===== src/rtl/ugb_pkg.sv =====
// Shared types, constants and character-class functions for the UTF-8 grapheme marker.
`timescale 1ns / 1ps
`default_nettype none

package ugb_pkg;

    localparam int OFFSET_BITS_DEF = 16;
    localparam int CP_W            = 21;
    localparam int OFF_OUT_W       = 16;
    localparam int CNT_W           = 3;
    localparam int RUN_W           = 2;
    localparam int EXT_N           = 26;

    localparam logic [CP_W-1:0] REPL_CP = 21'h00FFFD;
    localparam logic [CP_W-1:0] IND_LO  = 21'h01F1E6;
    localparam logic [CP_W-1:0] IND_HI  = 21'h01F1FF;

    localparam logic [CP_W-1:0] EXT_LO [EXT_N] = '{
        21'h000300, 21'h000483, 21'h000591, 21'h0005BF, 21'h0005C1, 21'h0005C4,
        21'h0005C7, 21'h000610, 21'h00064B, 21'h000670, 21'h0006D6, 21'h0006DF,
        21'h0006E7, 21'h0006EA, 21'h000711, 21'h000730, 21'h000E31, 21'h000E34,
        21'h000E47, 21'h001AB0, 21'h001DC0, 21'h00200D, 21'h0020D0, 21'h00FE00,
        21'h00FE20, 21'h01F3FB
    };
    localparam logic [CP_W-1:0] EXT_HI [EXT_N] = '{
        21'h00036F, 21'h000489, 21'h0005BD, 21'h0005BF, 21'h0005C2, 21'h0005C5,
        21'h0005C7, 21'h00061A, 21'h00065F, 21'h000670, 21'h0006DC, 21'h0006E4,
        21'h0006E8, 21'h0006ED, 21'h000711, 21'h00074A, 21'h000E31, 21'h000E3A,
        21'h000E4E, 21'h001AFF, 21'h001DFF, 21'h00200D, 21'h0020FF, 21'h00FE0F,
        21'h00FE2F, 21'h01F3FF
    };

    // One request's worth of results: a run of replacements, then an optional final item.
    typedef struct packed {
        logic [RUN_W-1:0] run_cnt;
        logic             has_final;
        logic [CP_W-1:0]  cp;
        logic [CNT_W-1:0] cnt;
        logic             err;
        logic             gs;
    } t_job;

    function automatic logic is_ext(input logic [CP_W-1:0] cp);
        logic hit;
        hit = 1'b0;
        for (int k = 0; k < EXT_N; k++) begin
            if (cp >= EXT_LO[k] && cp <= EXT_HI[k]) begin
                hit = 1'b1;
            end
        end
        return hit;
    endfunction

    function automatic logic is_ind(input logic [CP_W-1:0] cp);
        return (cp >= IND_LO) && (cp <= IND_HI);
    endfunction

endpackage

`default_nettype wire


===== src/rtl/ugb_decode.sv =====
// Byte decoder state and per-request job formation with grapheme marking.
`timescale 1ns / 1ps
`default_nettype none

module ugb_decode #(
    parameter int OFFSET_BITS = ugb_pkg::OFFSET_BITS_DEF
) (
    input  wire logic                   i_clk,
    input  wire logic                   i_rst_n,
    input  wire logic                   i_accept,
    input  wire logic [7:0]             i_data_byte,
    input  wire logic                   i_end_of_text,
    output ugb_pkg::t_job               o_job,
    output logic                        o_job_vld,
    output logic [OFFSET_BITS-1:0]      o_run_off,
    output logic [OFFSET_BITS-1:0]      o_fin_off
);

    typedef enum logic [1:0] {
        CLS_ASCII,
        CLS_MULTI,
        CLS_BAD
    } t_cls;

    logic [ugb_pkg::CP_W-1:0]  r_pv, n_pv;
    logic [2:0]                r_len, n_len;
    logic [1:0]                r_rcv, n_rcv;
    logic [OFFSET_BITS-1:0]    r_pos, n_pos;
    logic [OFFSET_BITS-1:0]    r_sstart, n_sstart;
    logic                      r_started, n_started;
    logic                      r_bi, n_bi;
    logic                      r_ab, n_ab;

    always_comb begin
        logic                     cont;
        logic                     pending;
        logic [2:0]               rcv_inc;
        logic [ugb_pkg::CP_W-1:0] pv_c;
        logic [ugb_pkg::CP_W-1:0] lead_pv;
        logic [2:0]               lead_len;
        t_cls                     cls;
        logic                     st;
        logic                     bi;
        logic                     ab;
        logic                     ext;
        logic                     ind;

        n_pv      = r_pv;
        n_len     = r_len;
        n_rcv     = r_rcv;
        n_sstart  = r_sstart;
        o_job     = '0;
        o_run_off = r_sstart;
        o_fin_off = r_pos;

        cont     = (i_data_byte[7:6] == 2'b10);
        pending  = (r_len != 3'd0);
        rcv_inc  = {1'b0, r_rcv} + 3'd1;
        pv_c     = {r_pv[ugb_pkg::CP_W-7:0], i_data_byte[5:0]};
        lead_pv  = '0;
        lead_len = 3'd0;

        unique casez (i_data_byte)
            8'b0???????: cls = CLS_ASCII;
            8'b10??????: cls = CLS_BAD;
            8'b110?????: begin
                cls      = CLS_MULTI;
                lead_len = 3'd2;
                lead_pv  = {16'd0, i_data_byte[4:0]};
            end
            8'b1110????: begin
                cls      = CLS_MULTI;
                lead_len = 3'd3;
                lead_pv  = {17'd0, i_data_byte[3:0]};
            end
            8'b11110???: begin
                cls      = CLS_MULTI;
                lead_len = 3'd4;
                lead_pv  = {18'd0, i_data_byte[2:0]};
            end
            8'b11111???: cls = CLS_BAD;
        endcase

        if (pending && cont) begin
            if (rcv_inc >= r_len) begin
                o_job.has_final = 1'b1;
                o_job.cp        = pv_c;
                o_job.cnt       = r_len;
                o_job.err       = 1'b0;
                o_fin_off       = r_sstart;
                n_len           = 3'd0;
                n_rcv           = 2'd0;
                n_pv            = '0;
            end else begin
                n_pv  = pv_c;
                n_rcv = rcv_inc[1:0];
                if (i_end_of_text) begin
                    o_job.run_cnt = rcv_inc[1:0];
                end
            end
        end else begin
            o_job.run_cnt = pending ? r_rcv : 2'd0;
            n_len         = 3'd0;
            n_rcv         = 2'd0;
            n_pv          = '0;
            unique case (cls)
                CLS_ASCII: begin
                    o_job.has_final = 1'b1;
                    o_job.cp        = {13'd0, i_data_byte};
                    o_job.cnt       = 3'd1;
                    o_job.err       = 1'b0;
                end
                CLS_BAD: begin
                    o_job.has_final = 1'b1;
                    o_job.cp        = ugb_pkg::REPL_CP;
                    o_job.cnt       = 3'd1;
                    o_job.err       = 1'b1;
                end
                CLS_MULTI: begin
                    if (i_end_of_text) begin
                        o_job.has_final = 1'b1;
                        o_job.cp        = ugb_pkg::REPL_CP;
                        o_job.cnt       = 3'd1;
                        o_job.err       = 1'b1;
                    end else begin
                        n_len    = lead_len;
                        n_pv     = lead_pv;
                        n_rcv    = 2'd1;
                        n_sstart = r_pos;
                    end
                end
            endcase
        end

        // Replacements always open a new cluster and are never indicators.
        st = r_started;
        bi = r_bi;
        ab = r_ab;
        if (o_job.run_cnt != 2'd0) begin
            st = 1'b1;
            bi = 1'b0;
            ab = 1'b0;
        end
        ext = ugb_pkg::is_ext(o_job.cp);
        ind = ugb_pkg::is_ind(o_job.cp);
        if (o_job.has_final) begin
            if (st && ext) begin
                o_job.gs = 1'b0;
            end else if (st && bi && !ab && ind) begin
                o_job.gs = 1'b0;
                ab       = 1'b1;
            end else begin
                o_job.gs = 1'b1;
                bi       = ind;
                ab       = 1'b0;
            end
            st = 1'b1;
        end
        n_started = st;
        n_bi      = bi;
        n_ab      = ab;

        if (i_end_of_text) begin
            n_pv      = '0;
            n_len     = 3'd0;
            n_rcv     = 2'd0;
            n_pos     = '0;
            n_sstart  = '0;
            n_started = 1'b0;
            n_bi      = 1'b0;
            n_ab      = 1'b0;
        end else begin
            n_pos = r_pos + OFFSET_BITS'(1);
        end

        o_job_vld = (o_job.run_cnt != 2'd0) || o_job.has_final;
    end

    always_ff @(posedge i_clk) begin
        if (!i_rst_n) begin
            r_pv      <= '0;
            r_len     <= 3'd0;
            r_rcv     <= 2'd0;
            r_pos     <= '0;
            r_sstart  <= '0;
            r_started <= 1'b0;
            r_bi      <= 1'b0;
            r_ab      <= 1'b0;
        end else if (i_accept) begin
            r_pv      <= n_pv;
            r_len     <= n_len;
            r_rcv     <= n_rcv;
            r_pos     <= n_pos;
            r_sstart  <= n_sstart;
            r_started <= n_started;
            r_bi      <= n_bi;
            r_ab      <= n_ab;
        end
    end

    a_pending_count: assert property (@(posedge i_clk) disable iff (!i_rst_n)
        (r_len != 3'd0) |-> (r_rcv != 2'd0) && ({1'b0, r_rcv} < r_len))
        else $error("pending sequence has an impossible byte count");

    a_eot_clears: assert property (@(posedge i_clk) disable iff (!i_rst_n)
        (i_accept && i_end_of_text) |=> (r_pos == '0) && (r_len == 3'd0) && !r_started)
        else $error("end of text did not clear the decoder state");

endmodule

`default_nettype wire


===== src/rtl/ugb_emit.sv =====
// Job register and output register that walk one request's results onto the output.
`timescale 1ns / 1ps
`default_nettype none

module ugb_emit #(
    parameter int OFFSET_BITS = ugb_pkg::OFFSET_BITS_DEF
) (
    input  wire logic                          i_clk,
    input  wire logic                          i_rst_n,
    input  wire logic                          i_job_load,
    input  wire ugb_pkg::t_job                 i_job,
    input  wire logic [OFFSET_BITS-1:0]        i_run_off,
    input  wire logic [OFFSET_BITS-1:0]        i_fin_off,
    output logic                               o_ready,
    output logic                               o_valid,
    input  wire logic                          i_stall,
    output logic [ugb_pkg::CP_W-1:0]           o_code_point,
    output logic [ugb_pkg::OFF_OUT_W-1:0]      o_start_offset,
    output logic [ugb_pkg::CNT_W-1:0]          o_byte_count,
    output logic                               o_decode_error,
    output logic                               o_grapheme_start,
    output logic                               o_last
);

    localparam int OUT_W = ugb_pkg::OFF_OUT_W;

    ugb_pkg::t_job                 r_job;
    logic                          r_job_vld;
    logic [OFFSET_BITS-1:0]        r_run_off;
    logic [OFFSET_BITS-1:0]        r_fin_off;
    logic                          r_out_vld;
    logic [ugb_pkg::CP_W-1:0]      r_cp;
    logic [OUT_W-1:0]              r_off;
    logic [ugb_pkg::CNT_W-1:0]     r_cnt;
    logic                          r_err;
    logic                          r_gs;
    logic                          r_last;

    logic                          out_load;
    logic                          item_run;
    logic                          item_last;
    logic                          job_done;
    logic [ugb_pkg::CP_W-1:0]      item_cp;
    logic [OFFSET_BITS-1:0]        item_off;
    logic [ugb_pkg::CNT_W-1:0]     item_cnt;
    logic                          item_err;
    logic                          item_gs;

    always_comb begin
        out_load  = r_job_vld && (!r_out_vld || !i_stall);
        item_run  = (r_job.run_cnt != 2'd0);
        item_last = item_run ? ((r_job.run_cnt == 2'd1) && !r_job.has_final) : 1'b1;
        job_done  = out_load && item_last;
        o_ready   = !r_job_vld || job_done;
        item_cp   = item_run ? ugb_pkg::REPL_CP : r_job.cp;
        item_off  = item_run ? r_run_off : r_fin_off;
        item_cnt  = item_run ? 3'd1 : r_job.cnt;
        item_err  = item_run ? 1'b1 : r_job.err;
        item_gs   = item_run ? 1'b1 : r_job.gs;
    end

    always_ff @(posedge i_clk) begin
        if (!i_rst_n) begin
            r_job_vld <= 1'b0;
            r_out_vld <= 1'b0;
        end else begin
            if (i_job_load) begin
                r_job_vld <= 1'b1;
                r_job     <= i_job;
                r_run_off <= i_run_off;
                r_fin_off <= i_fin_off;
            end else if (job_done) begin
                r_job_vld <= 1'b0;
            end else if (out_load) begin
                r_job.run_cnt <= r_job.run_cnt - 2'd1;
                r_run_off     <= r_run_off + OFFSET_BITS'(1);
            end

            if (out_load) begin
                r_out_vld <= 1'b1;
                r_cp      <= item_cp;
                r_off     <= OUT_W'(item_off);
                r_cnt     <= item_cnt;
                r_err     <= item_err;
                r_gs      <= item_gs;
                r_last    <= item_last;
            end else if (!i_stall) begin
                r_out_vld <= 1'b0;
            end
        end
    end

    assign o_valid          = r_out_vld;
    assign o_code_point     = r_cp;
    assign o_start_offset   = r_off;
    assign o_byte_count     = r_cnt;
    assign o_decode_error   = r_err;
    assign o_grapheme_start = r_gs;
    assign o_last           = r_last;

    a_job_nonempty: assert property (@(posedge i_clk) disable iff (!i_rst_n)
        r_job_vld |-> (r_job.run_cnt != 2'd0) || r_job.has_final)
        else $error("held job has no result left");

    a_error_shape: assert property (@(posedge i_clk) disable iff (!i_rst_n)
        (r_out_vld && r_err) |->
            (r_cp == ugb_pkg::REPL_CP) && (r_cnt == 3'd1) && r_gs)
        else $error("replacement result has a wrong value, length or boundary");

    a_count_range: assert property (@(posedge i_clk) disable iff (!i_rst_n)
        r_out_vld |-> (r_cnt != 3'd0) && (r_cnt <= 3'd4))
        else $error("byte count out of range");

    a_run_then_final: assert property (@(posedge i_clk) disable iff (!i_rst_n)
        (out_load && !item_last && !i_job_load) |=> r_job_vld)
        else $error("job dropped before its last result");

endmodule

`default_nettype wire


===== src/rtl/utf8_grapheme_boundary_marker.sv =====
// Top level of the UTF-8 decoder with grapheme boundary marking.
//
//   Channel   Direction   Handshake                  Payload
//   in        request in  i_in_valid / o_in_stall    i_data_byte, i_end_of_text
//   out       result out  o_out_valid / i_out_stall  code point, offset, count, flags
//
// A byte is decoded in the cycle it is taken; while i_out_stall is low its results reach
// the output register one per cycle, so a byte with one result or none sustains one byte
// per cycle. A byte that flushes a broken sequence gives up to four results and holds
// o_in_stall while the job register drains.
// Reset is synchronous and active low and clears the decoder and both valid flags.
// A stalled output holds its result; a new byte is still taken while it waits if the job register is empty.
`timescale 1ns / 1ps
`default_nettype none

module utf8_grapheme_boundary_marker #(
    parameter int OFFSET_BITS = ugb_pkg::OFFSET_BITS_DEF
) (
    input  wire logic                          i_clk,
    input  wire logic                          i_rst_n,
    input  wire logic                          i_in_valid,
    output logic                               o_in_stall,
    input  wire logic [7:0]                    i_data_byte,
    input  wire logic                          i_end_of_text,
    output logic                               o_out_valid,
    input  wire logic                          i_out_stall,
    output logic [ugb_pkg::CP_W-1:0]           o_code_point,
    output logic [ugb_pkg::OFF_OUT_W-1:0]      o_start_offset,
    output logic [ugb_pkg::CNT_W-1:0]          o_byte_count,
    output logic                               o_decode_error,
    output logic                               o_grapheme_start,
    output logic                               o_last
);

    ugb_pkg::t_job           job;
    logic                    job_vld;
    logic [OFFSET_BITS-1:0]  run_off;
    logic [OFFSET_BITS-1:0]  fin_off;
    logic                    emit_ready;
    logic                    in_accept;

    assign o_in_stall = !emit_ready;
    assign in_accept  = i_in_valid && emit_ready;

    ugb_decode #(
        .OFFSET_BITS (OFFSET_BITS)
    ) u_decode (
        .i_clk         (i_clk),
        .i_rst_n       (i_rst_n),
        .i_accept      (in_accept),
        .i_data_byte   (i_data_byte),
        .i_end_of_text (i_end_of_text),
        .o_job         (job),
        .o_job_vld     (job_vld),
        .o_run_off     (run_off),
        .o_fin_off     (fin_off)
    );

    ugb_emit #(
        .OFFSET_BITS (OFFSET_BITS)
    ) u_emit (
        .i_clk            (i_clk),
        .i_rst_n          (i_rst_n),
        .i_job_load       (in_accept && job_vld),
        .i_job            (job),
        .i_run_off        (run_off),
        .i_fin_off        (fin_off),
        .o_ready          (emit_ready),
        .o_valid          (o_out_valid),
        .i_stall          (i_out_stall),
        .o_code_point     (o_code_point),
        .o_start_offset   (o_start_offset),
        .o_byte_count     (o_byte_count),
        .o_decode_error   (o_decode_error),
        .o_grapheme_start (o_grapheme_start),
        .o_last           (o_last)
    );

endmodule

`default_nettype wire


===== config.mk =====
export PLATFORM = sky130hd
export DESIGN_NAME = utf8_grapheme_boundary_marker
export DESIGN_NICKNAME = d
export VERILOG_FILES = /design/src/rtl/ugb_pkg.sv /design/src/rtl/ugb_decode.sv /design/src/rtl/ugb_emit.sv /design/src/rtl/utf8_grapheme_boundary_marker.sv
export SDC_FILE = /design/constraint.sdc
export NUM_CORES = 1
export LEC_CHECK = 0
export BUFFER_PORTS_ARGS = -buffer_cell sky130_fd_sc_hd__buf_2
export CAP_MARGIN = 20
export CORE_UTILIZATION = 55
export DETAILED_ROUTE_END_ITERATION = 10
export GPL_TIMING_DRIVEN = 0
export HOLD_SLACK_MARGIN = 0.12
export PLACE_DENSITY = 0.72
export SETUP_SLACK_MARGIN = 0.05
export SYNTH_ARGS = -nofsm -noshare
export SYNTH_HDL_FRONTEND = slang
export SYNTH_HIERARCHICAL = 1
export SYNTH_SLANG_ARGS = --single-unit

===== constraint.sdc =====
create_clock -name i_clk -period 4.4 [get_ports i_clk]
set_clock_uncertainty 0.1 [all_clocks]
set_input_delay 0.22 -clock i_clk [delete_from_list [all_inputs] [get_ports i_clk]]
set_output_delay 0.22 -clock i_clk [all_outputs]
set_load 0.01 [all_outputs]

==> results of run 1 <==
## power groups by stage
stage	Sequential [uW]	Clock [uW]	Combinational (uW)
2_1_floorplan	1770	0	323
3_3_place_gp	1770	0	503
3_5_place_dp	1770	0	508
4_1_cts	1740	1430	518
5_1_grt	1740	1500	585
6_report	1740	1410	552
## logic make-up after synthesis
kind of cell / Yosys count / synth area share (%)
and+or+nand+nor: 445 / 25.6
muxes: 15 / 1.86
xor gates and xnor gates: 27 / 2.62
adders and majority gates: 10 / 1.39
buffers and inverters: 95 / 4.39
DFF: 161 / 47.3
AOI/OAI and AO/OA: 218 / 16.9
## final cells by class
cell class              instances  area share [%]
multi-input cells             715            43.1
inverters                      32            1.26
repair buffers                 64            3.40
clock buffers                  19            4.41
plain buffers                  60            2.65
flip-flops and latches        161            41.4
well taps                     216            2.63
clock inverters                13            1.13
## layout by cell type, fill, tap and decap left out, types with 8 or more instances in the layout
cell type / netlist / final
sky130_fd_sc_hd__nand2_1: 138 / 137
sky130_fd_sc_hd__edfxtp_1: 104 / 104
sky130_fd_sc_hd__nor2_1: 71 / 71
sky130_fd_sc_hd__buf_2: 6 / 62
sky130_fd_sc_hd__dfxtp_1: 57 / 57
sky130_fd_sc_hd__nor2b_1: 43 / 43
sky130_fd_sc_hd__a21oi_1: 38 / 38
sky130_fd_sc_hd__o21ai_0: 41 / 38
sky130_fd_sc_hd__clkbuf_1: 45 / 37
sky130_fd_sc_hd__nand3_1: 36 / 36
sky130_fd_sc_hd__a22oi_1: 32 / 32
sky130_fd_sc_hd__inv_1: 29 / 27
sky130_fd_sc_hd__nand2b_1: 27 / 27
sky130_fd_sc_hd__nand4_1: 22 / 22
sky130_fd_sc_hd__nor3_1: 22 / 22
sky130_fd_sc_hd__clkbuf_16: 0 / 18
sky130_fd_sc_hd__nor4_1: 19 / 18
sky130_fd_sc_hd__xor2_1: 15 / 15
sky130_fd_sc_hd__mux2_2: 14 / 14
sky130_fd_sc_hd__and3_1: 12 / 12
sky130_fd_sc_hd__and2_1: 13 / 12
sky130_fd_sc_hd__xnor2_1: 12 / 12
sky130_fd_sc_hd__o31ai_1: 10 / 10
sky130_fd_sc_hd__ha_1: 10 / 10
sky130_fd_sc_hd__o211ai_1: 8 / 8
## tightest hold or removal path, delay by kind of cell
kind            cells  cell delay (ps)
simple gates        3              240
compound gates      1              110
buf+inv             1              140
## stage by stage
step                      setup WS [ps]  power, uW  cells  TNS, ps
after floorplan                     608       2090    971        0
after global placement            -1580       2270   1243   -71130
after detailed placement          -1470       2280   1245   -35900
after CTS                          81.4       3690   1278        0
after global routing               53.0       3830   1280        0
final                              59.5       3700   1280        0
## layer usage
| layer | vias up | track usage, % | routed length [um] |
|---|---|---|---|
| met5 | - | 0 | 0 |
| met4 | 0 | 14.9 | 1320 |
| met1 | 3884 | 52.3 | 12500 |
| li1 | 3740 | - | - |
| met3 | 135 | 9.14 | 3740 |
| met2 | 679 | 50.7 | 12300 |
## state kept, by name (all words and copies together) (netlist names), 2 cells and up
name / cells
u_emit/r_job: 29
u_emit/o_code_point: 21
u_decode/o_run_off: 16
u_decode/r_pos: 16
u_emit/o_start_offset: 16
u_emit/r_fin_off: 16
u_emit/r_run_off: 16
u_decode/r_pv: 15
u_decode/r_len: 3
u_emit/o_byte_count: 3
u_decode/r_rcv: 2
## what timing repair did
item	in CTS	in global routing
buffers inserted	0	2
setup endpoints to repair	48	48
pin swaps	1	1
endpoints found under the hold margin	3	0
hold buffers	3	0
resized for setup	9	21
## final timing paths
check                          from                endpoint  slack, ps  cells after the start
hold / removal       i_data_byte[7]       u_decode/r_len[1]        240                      5
hold reg to reg    u_emit/r_job[14]  u_emit/o_code_point[9]        400                      1
setup reg to reg  u_decode/r_rcv[0]         u_emit/r_job[0]         60                     14
setup / recovery  u_decode/r_rcv[0]         u_emit/r_job[0]         60                     14
==> impl_metrics.py, run 1 <==
metrics = {
    "power_and_ir_drop": {
        "worst_ir_drop_vdd_mv": 0.256,
        "power_frac_seq_pct": 46.9,
        "switching_share_pct": 28.4,
        "p_switching_uw": 1050,
        "power_frac_clock_pct": 38.2,
        "power_leakage_uw": 0.00360,
        "power_density_nw_per_um2": 360,
        "combinationalPowerShare_pct": 14.9,
        "cell_internal_pwr_uw": 2650,
    },
    "critical_path": {
        "worstPathArrival_ps": 4390,
        "cpMaxStageDelayCell": "sky130_fd_sc_hd__nor2_1",
        "cp-start-kind": "flip-flop",
        "crit_required_ps": 4450,
        "critPathMostFrequentCell": "sky130_fd_sc_hd__ha_1",
        "worst_path_dominant_cell_family": "compound AO/OA/AOI/OAI gates",
        "path_class": "flip-flop to flip-flop",
        "critPathMaxStageDelay_ps": 470,
        "critical_path.endpoint_type": "flip-flop",
        "crit_fanout": 10,
        "worstPathBufferInverterCount": 3,
        "cp_cell_instances": "ha_1 > ha_1 > nand2_1 > o21a_1 > clkbuf_4 > nor2_1 > clkbuf_2 > nand4_1 > o41ai_1 > a21oi_1 > o2111ai_1 > nor4_4 > buf_4 > a22o_1",
    },
    "die": {
        "die-area_um2": 16900,
        "placementRows": 46,
        "floorplan.initialDensity_pct": 56.5,
        "ios": 58,
        "die_boundary_width_um": 130,
        "floorplan.core_area_um2": 15900,
        "dieHeight_um": 130,
    },
    "finish": {
        "layout-area-overhead-vs-synth_pct": 14.2,
        "utilization_pct": 64.5,
        "proportion_of_layout_cells_with_a_drive_suffix_above_1_pct": 16.1,
        "diodes": 0,
        "total_of_fill_cells_in_the_finished_design": 1292,
        "register_area_um2": 4260,
        "design_area_um2": 10300,
        "total_area_of_multi_input_combinational_cells_um2": 4430,
        "nNetsFinal": 1074,
    },
    "clock_tree": {
        "clk_pin_slew_worst_paths_ps": 70,
        "ctsLongestPathBuffers": 2,
        "cts-htree-levels": 4,
        "cts_root_buffer": "sky130_fd_sc_hd__clkbuf_16",
        "clock_sink_count": 161,
        "clock_insertion_delay_worst_skew_ps": 420,
        "tritoncts": "done",
        "numCtsBuffers": 17,
    },
    "logic_synthesis": {
        "yosysSeqAreaShare_pct": 47.3,
        "synthesis.area_per_instance_um2": 9.28,
        "synthDominantAreaCellType": "sky130_fd_sc_hd__edfxtp_1",
        "portion_of_synthesized_cell_area_occupied_by_the_leading_cell_type_pct": 34.6,
        "synth_area_leaders": "sky130_fd_sc_hd__edfxtp_1 35%, sky130_fd_sc_hd__dfxtp_1 13%, sky130_fd_sc_hd__nand2_1 5.7%, sky130_fd_sc_hd__nor2b_1 3.0%, sky130_fd_sc_hd__nor2_1 3.0%",
        "synth_top_cells_by_count": "138 x sky130_fd_sc_hd__nand2_1, 104 x sky130_fd_sc_hd__edfxtp_1, 71 x sky130_fd_sc_hd__nor2_1",
        "yosysWarnings": 6,
        "synthesis.instances": 971,
        "synth_area_um2": 9010,
        "synth_enable_flop_cells": 104,
        "postSynthRegisterBits": 161,
        "synth.lib_cells_used.distinct": 80,
        "synth_nets": 994,
        "ys_async_sr_fraction_pct": 0,
        "synth.most_common_cell": "sky130_fd_sc_hd__nand2_1",
        "post_synth_top_flop": "sky130_fd_sc_hd__edfxtp_1",
    },
    "routing": {
        "detail_route.first_pass.iterations": 6,
        "wirelength_um": 29900,
        "dr_total_vias": 8438,
        "drtAntennaViolNets": 0,
        "viasPerCell": 6.59,
        "drt_iter0_markers": 1383,
        "route.detailed.drc": 0,
        "routed_wire_length_per_instance_um": 23.3,
    },
    "grt": {
        "groute.usage.overall_pct": 36.0,
        "global_route.overflow_total": 0,
        "grt_pass1_vias": 7602,
        "first_pass_grt_wire_length_um": 44700,
        "number_of_antenna_violations_at_the_first_check_in_global_routing": 0,
        "grt_start_max_net_pins": 45,
    },
    "placement": {
        "port_buffers": 56,
        "globalplace.congestion": 1.04,
        "postPlaceCellArea_um2": 9590,
        "dpl.hpwl_um": 21600,
    },
    "timing": {
        "max-slew-margin-rel_pct": 37.1,
        "max_freq_mhz": 230,
        "worst_slew_pin_slew_ps": 936,
        "finalSetupViolations": 0,
        "finalCritPeriodShare_pct": 98.6,
        "worst_hold_slack_ps": 237,
        "final_period_minus_worst_setup_slack_ps": 4340,
        "final_hold_violation_count": 0,
        "grt_setup_unrepaired": "no",
        "maxSlewViolCount": 0,
    },
    "outcome": {
        "run_status": "completed",
    },
    "min_path": {
        "worstHoldPathType": "input pin to flip-flop",
    },
    "job": {
        "max_cap_violations": 0,
    },
}
Note: power is estimated with default switching activity, not from simulation.
==> run 2: changes to the inputs <==
Settings changed: CTS_BUF_LIST set to sky130_fd_sc_hd__clkbuf_4 sky130_fd_sc_hd__clkbuf_8.
==> run 2 against run 1 <==
Against the previous run:
- flip-flop and latch count stayed put
- utilization down 1.3 points
- total power down 9.7%
- die area unchanged
- first-iteration DRC count fell by 3.8%
- sequential power about the same
- final cell count did not move
- global-route usage fell by 0.56 points
- critical path type unchanged
- critical endpoint unchanged
==> impl_metrics.py, run 2 (synthesis results as in run 1) <==
metrics = {
    "finish": {
        "register_area_um2": 4260,
        "final_common_cell": "sky130_fd_sc_hd__nand2_1",
        "largest_register_ff_count": 29,
        "layout-area-overhead-vs-synth_pct": 11.9,
        "final-instance-count-excl-fill": 1280,
        "proportion_of_layout_cells_with_a_drive_suffix_above_1_pct": 15.9,
        "total_area_of_multi_input_combinational_cells_um2": 4410,
        "registers.top_by_ff_count": "u_emit/r_job",
        "total_of_fill_cells_in_the_finished_design": 1322,
        "diodes": 0,
        "nNetsFinal": 1074,
        "mostFrequentLayoutCells": "138 x sky130_fd_sc_hd__nand2_1, 104 x sky130_fd_sc_hd__edfxtp_1, 71 x sky130_fd_sc_hd__nor2_1, 62 x sky130_fd_sc_hd__buf_2, 57 x sky130_fd_sc_hd__dfxtp_1",
    },
    "grt": {
        "grt_start_max_net_pins": 45,
        "number_of_antenna_violations_at_the_first_check_in_global_routing": 0,
        "first_pass_grt_wire_length_um": 43900,
        "groute.usage.overall_pct": 35.5,
        "global_route.overflow_total": 0,
        "grt_pass1_vias": 7486,
    },
    "placement": {
        "dpl.hpwl_um": 21600,
        "globalplace.congestion": 1.04,
        "pre_cts_slack_ps": -1470,
        "port_buffers": 56,
        "numPlacedInstances": 1245,
    },
    "critical_path": {
        "worstPathArrival_ps": 4570,
        "cp-start-kind": "flip-flop",
        "crit_fanout": 10,
        "critical_path.endpoint_type": "flip-flop",
        "path_class": "flip-flop to flip-flop",
        "crit_required_ps": 4590,
    },
    "clock_tree": {
        "clock_insertion_delay_worst_skew_ps": 460,
        "numCtsBuffers": 17,
        "tritoncts": "done",
        "cts_root_buffer": "sky130_fd_sc_hd__clkbuf_8",
        "ctsLongestPathBuffers": 2,
        "clock_sink_count": 161,
        "cts-htree-levels": 4,
        "clk_pin_slew_worst_paths_ps": 90,
    },
    "outcome": {
        "run_status": "completed",
    },
    "routing": {
        "routed_wire_length_per_instance_um": 23.0,
        "dr.max_layer_used": "met4",
        "met2RoutedLength_um": 12000,
        "met3_wirelength_um": 3720,
        "dr_total_vias": 8444,
        "wirelength_um": 29400,
        "detail_route.first_pass.iterations": 8,
        "detail_route.wirelength.met1_um": 12400,
        "route.detailed.drc": 0,
        "drt_iter0_markers": 1330,
        "viasPerCell": 6.60,
        "drtAntennaViolNets": 0,
    },
    "die": {
        "floorplan.initialDensity_pct": 56.5,
        "dieHeight_um": 130,
        "floorplan.core_area_um2": 15900,
        "ios": 58,
        "die_boundary_width_um": 130,
        "die-area_um2": 16900,
        "placementRows": 46,
    },
    "power_and_ir_drop": {
        "worst_ir_drop_vdd_mv": 0.163,
        "power_density_nw_per_um2": 332,
        "total_power_draw_uw": 3340,
        "power_leakage_uw": 0.00351,
    },
    "timing": {
        "max-slew-margin-rel_pct": 38.7,
        "final_period_minus_worst_setup_slack_ps": 4380,
        "finalCritPeriodShare_pct": 99.5,
        "maxSlewViolCount": 0,
        "finalWorstSetupSlack_ps": 19.9,
        "grt_setup_unrepaired": "no",
        "worst_slew_pin_slew_ps": 915,
        "final_hold_violation_count": 0,
        "finalSetupViolations": 0,
        "max_freq_mhz": 228,
    },
    "min_path": {
        "worstHoldPathType": "input pin to flip-flop",
    },
    "job": {
        "max_cap_violations": 0,
    },
}
-- run 2: final timing paths --
kind	start	end	slack, ps	depth (start not counted)
worst min register to register	u_emit/r_job[14]	u_emit/o_code_point[9]	400	1
worst max register to register	u_decode/r_rcv[0]	u_emit/r_job[0]	20	13
worst max-delay path	u_decode/r_rcv[0]	u_emit/r_job[0]	20	13
worst min-delay path	i_data_byte[7]	u_decode/r_len[1]	210	5
-- run 2: cell type report --
cell class                      instances  area share (%)
Buffer                                 61            2.73
Clock buffer                           18            2.39
Clock inverter                         14            1.45
Inverter                               32            1.29
Multi-Input combinational cell        715            43.8
Sequential cell                       161            42.3
Tap cell                              216            2.68
Timing Repair Buffer                   63            3.40
-- run 2: what timing repair did --
item                       CTS  global route
hold buffers                 3             0
setup endpoints to repair   47            48
hold endpoints to repair     3             0
buffers inserted             0             1
gates resized for setup      9            16
pin swaps                    1             1
-- run 2: critical path, stage by stage (launching register included) --
cell and delay, ps:
sky130_fd_sc_hd__dfxtp_1 430, sky130_fd_sc_hd__ha_1 300, sky130_fd_sc_hd__ha_1 280, sky130_fd_sc_hd__nand2_1 70
sky130_fd_sc_hd__o21ai_2 250, sky130_fd_sc_hd__buf_2 310, sky130_fd_sc_hd__nand2_1 330, sky130_fd_sc_hd__o21ai_0 710
sky130_fd_sc_hd__nor4_1 180, sky130_fd_sc_hd__o21a_1 150, sky130_fd_sc_hd__o21ai_0 170, sky130_fd_sc_hd__o2111ai_1 190
sky130_fd_sc_hd__nor4_4 480, sky130_fd_sc_hd__a22o_1 270
-- run 2: per-layer routing --
metal  vias up  track usage, %
met4         0            14.9
li1       3747               -
met1      3888            51.4
met5         -               0
met3       138            10.0
met2       671            49.1
-- run 2: stage by stage --
stage	cell area, um^2	hold slack, ps	util (%)	TNS (ps)
detailed placement	9590	375	60.1	-35900
floorplan	9010	248	-	0
global route	10100	221	63.3	0
finish	10100	206	63.3	0
CTS	10000	181	62.9	0
global placement	9560	361	60.0	-71130
-- run 2: power breakdown --
| group | switching [uW] | total [uW] | leakage (uW) | internal [uW] |
|---|---|---|---|---|
| clock network | 587 | 1060 | 0.000200 | 475 |
| registers | 38.6 | 1740 | 0.00140 | 1700 |
| logic | 375 | 547 | 0.00191 | 172 |
| total | 1000 | 3340 | 0.00351 | 2340 |
==> run 3: changes to the inputs <==
Settings changed: CORE_ASPECT_RATIO set to 1.25.
==> run 3 against run 2 <==
Against the previous run:
- clock-buffer cell count down 1
- clock power increased by 9%
- total power increased by 3.2%
- critical endpoint unchanged
- routed wire length up 1.8%
==> impl_metrics.py, run 3 (synthesis results as in run 1) <==
metrics = {
    "outcome": {
        "run_status": "completed",
    },
    "placement": {
        "globalplace.congestion": 1.05,
        "numPlacedInstances": 1243,
        "dpl.hpwl_um": 22100,
        "port_buffers": 56,
    },
    "job": {
        "max_cap_violations": 0,
    },
    "critical_path": {
        "crit_fanout": 16,
        "path_class": "input pin to flip-flop",
        "r2r_cells": 14,
        "critical_path.endpoint_type": "flip-flop",
        "timing.rr.end": "u_emit/r_job[0]",
        "reg2reg_setup_slack_ps": 110,
        "worstPathArrival_ps": 4510,
        "critical_path.reg2reg.startpoint": "u_decode/r_rcv[0]",
        "crit_required_ps": 4620,
        "cp-start-kind": "input pin",
    },
    "timing": {
        "grt_setup_unrepaired": "no",
        "final_period_minus_worst_setup_slack_ps": 4290,
        "final_hold_violation_count": 0,
        "worst_slew_pin_slew_ps": 880,
        "max_freq_mhz": 233,
        "max-slew-margin-rel_pct": 41.4,
        "finalCritPeriodShare_pct": 97.5,
        "finalSetupViolations": 0,
        "maxSlewViolCount": 0,
        "fin_tns_setup_ps": 0,
        "worst_hold_slack_ps": 207,
    },
    "routing": {
        "drtAntennaViolNets": 0,
        "dr_total_vias": 8272,
        "drt_iter0_markers": 1047,
        "detail_route.first_pass.iterations": 7,
        "wirelength_um": 29900,
        "routed_wire_length_per_instance_um": 23.4,
        "viasPerCell": 6.48,
        "route.detailed.drc": 0,
    },
    "finish": {
        "layout-area-overhead-vs-synth_pct": 12.3,
        "nNetsFinal": 1075,
        "registers.top_by_ff_count": "u_emit/r_job",
        "proportion_of_layout_cells_with_a_drive_suffix_above_1_pct": 16.0,
        "mostFrequentLayoutCells": "138 x sky130_fd_sc_hd__nand2_1, 104 x sky130_fd_sc_hd__edfxtp_1, 69 x sky130_fd_sc_hd__nor2_1, 65 x sky130_fd_sc_hd__buf_2, 57 x sky130_fd_sc_hd__dfxtp_1",
        "diodes": 0,
        "final-instance-count-excl-fill": 1277,
        "utilization_pct": 63.9,
        "final_common_cell": "sky130_fd_sc_hd__nand2_1",
        "largest_register_ff_count": 29,
    },
    "power_and_ir_drop": {
        "worst_ir_drop_vdd_mv": 0.180,
        "total_power_draw_uw": 3450,
        "power_density_nw_per_um2": 341,
        "power_leakage_uw": 0.00353,
    },
    "grt": {
        "global_route.overflow_total": 0,
        "grt_pass1_vias": 7939,
        "first_pass_grt_wire_length_um": 45800,
        "groute.usage.overall_pct": 36.6,
        "grt_start_max_net_pins": 44,
        "number_of_antenna_violations_at_the_first_check_in_global_routing": 0,
    },
    "die": {
        "dieHeight_um": 145,
        "floorplan.core_area_um2": 15800,
        "die-area_um2": 16900,
        "ios": 58,
        "die_boundary_width_um": 117,
        "floorplan.initialDensity_pct": 57.0,
        "placementRows": 51,
    },
    "min_path": {
        "holdCritStartpoint": "i_data_byte[7]",
        "hold_end": "u_decode/r_len[1]",
        "whs_path_depth": 5,
        "worstHoldPathType": "input pin to flip-flop",
    },
    "clock_tree": {
        "cts-htree-levels": 4,
        "clock_sink_count": 161,
        "clk_pin_slew_worst_paths_ps": 90,
        "ctsLongestPathBuffers": 2,
        "clock_insertion_delay_worst_skew_ps": 460,
        "numCtsBuffers": 17,
        "cts_root_buffer": "sky130_fd_sc_hd__clkbuf_8",
        "tritoncts": "done",
    },
}
-- run 3: changes by cell type in the layout (fill, tap and decap cells not counted), moves of 2 or more --
cell	before	now
sky130_fd_sc_hd__a32oi_1	6	8
sky130_fd_sc_hd__inv_4	2	0
sky130_fd_sc_hd__nor2_1	71	69
sky130_fd_sc_hd__bufinv_16	1	3
sky130_fd_sc_hd__a32oi_2	2	0
sky130_fd_sc_hd__buf_2	62	65
sky130_fd_sc_hd__clkbuf_4	2	0
-- run 3: final cells by class --
cell class,count,area (um^2)
timing repair buffer,64,363
sequential,161,4260
inverter,32,125
fill,1371,5710
buffer,61,273
clock inverter,15,196
multi-input combinational,715,4400
clock buffer,17,234
tap,212,265
-- run 3: worst max path at each step --
stage                      startpoint             endpoint  cells after the start
floorplan              i_data_byte[4]  u_emit/r_fin_off[0]                     15
global placement       i_data_byte[4]      u_emit/r_job[0]                     20
detailed placement     i_data_byte[4]      u_emit/r_job[0]                     20
CTS                 u_decode/r_rcv[0]      u_emit/r_job[0]                     13
global route        u_decode/r_rcv[0]      u_emit/r_job[0]                     15
finish                 i_data_byte[4]      u_emit/r_job[0]                     19
-- run 3: where the power goes --
part / switching, uW / total, uW / leakage, uW / internal, uW
clock network: 583 / 1160 / 0.000214 / 581
registers: 37.2 / 1730 / 0.00140 / 1700
logic: 379 / 553 / 0.00191 / 175
-- run 3: critical path, cell delays in order --
cell and delay (ps):
sky130_fd_sc_hd__buf_2 290, sky130_fd_sc_hd__and2_2 350, sky130_fd_sc_hd__nand2_1 120, sky130_fd_sc_hd__nand2_1 90
sky130_fd_sc_hd__and2_1 140, sky130_fd_sc_hd__inv_1 40, sky130_fd_sc_hd__ha_1 270, sky130_fd_sc_hd__a211oi_2 430
sky130_fd_sc_hd__a21oi_4 70, sky130_fd_sc_hd__a32oi_1 370, sky130_fd_sc_hd__buf_2 390, sky130_fd_sc_hd__a211oi_1 140
sky130_fd_sc_hd__a32oi_1 230, sky130_fd_sc_hd__o211ai_1 130, sky130_fd_sc_hd__nor4_2 370, sky130_fd_sc_hd__nand4_1 210
sky130_fd_sc_hd__nor4_4 300, sky130_fd_sc_hd__buf_4 200, sky130_fd_sc_hd__a22o_1 130
-- run 3: stage by stage --
step / setup slack [ps] / cell area, um^2
after floorplan: 608 / 9010
after global placement: -1310 / 9560
after detailed placement: -1220 / 9610
after CTS: 89.8 / 10100
after global routing: 60.3 / 10100
final: 111 / 10100
-- run 3: metal layers --
metal | up-vias | track usage (%) | part of all wire, %
li1 | 3729 | - | -
met5 | - | 0 | 0
met1 | 3861 | 44.2 | 37
met2 | 525 | 57.4 | 46
met4 | 0 | 24.2 | 7.2
met3 | 157 | 8.19 | 9.1
-- run 3: timing repair --
item / CTS / global route
pin swaps: 1 / 1
gates resized for setup: 8 / 12
hold buffers: 3 / 0
buffers inserted: 0 / 1
endpoints found under the hold margin: 3 / 0
setup endpoints to repair: 3 / 53
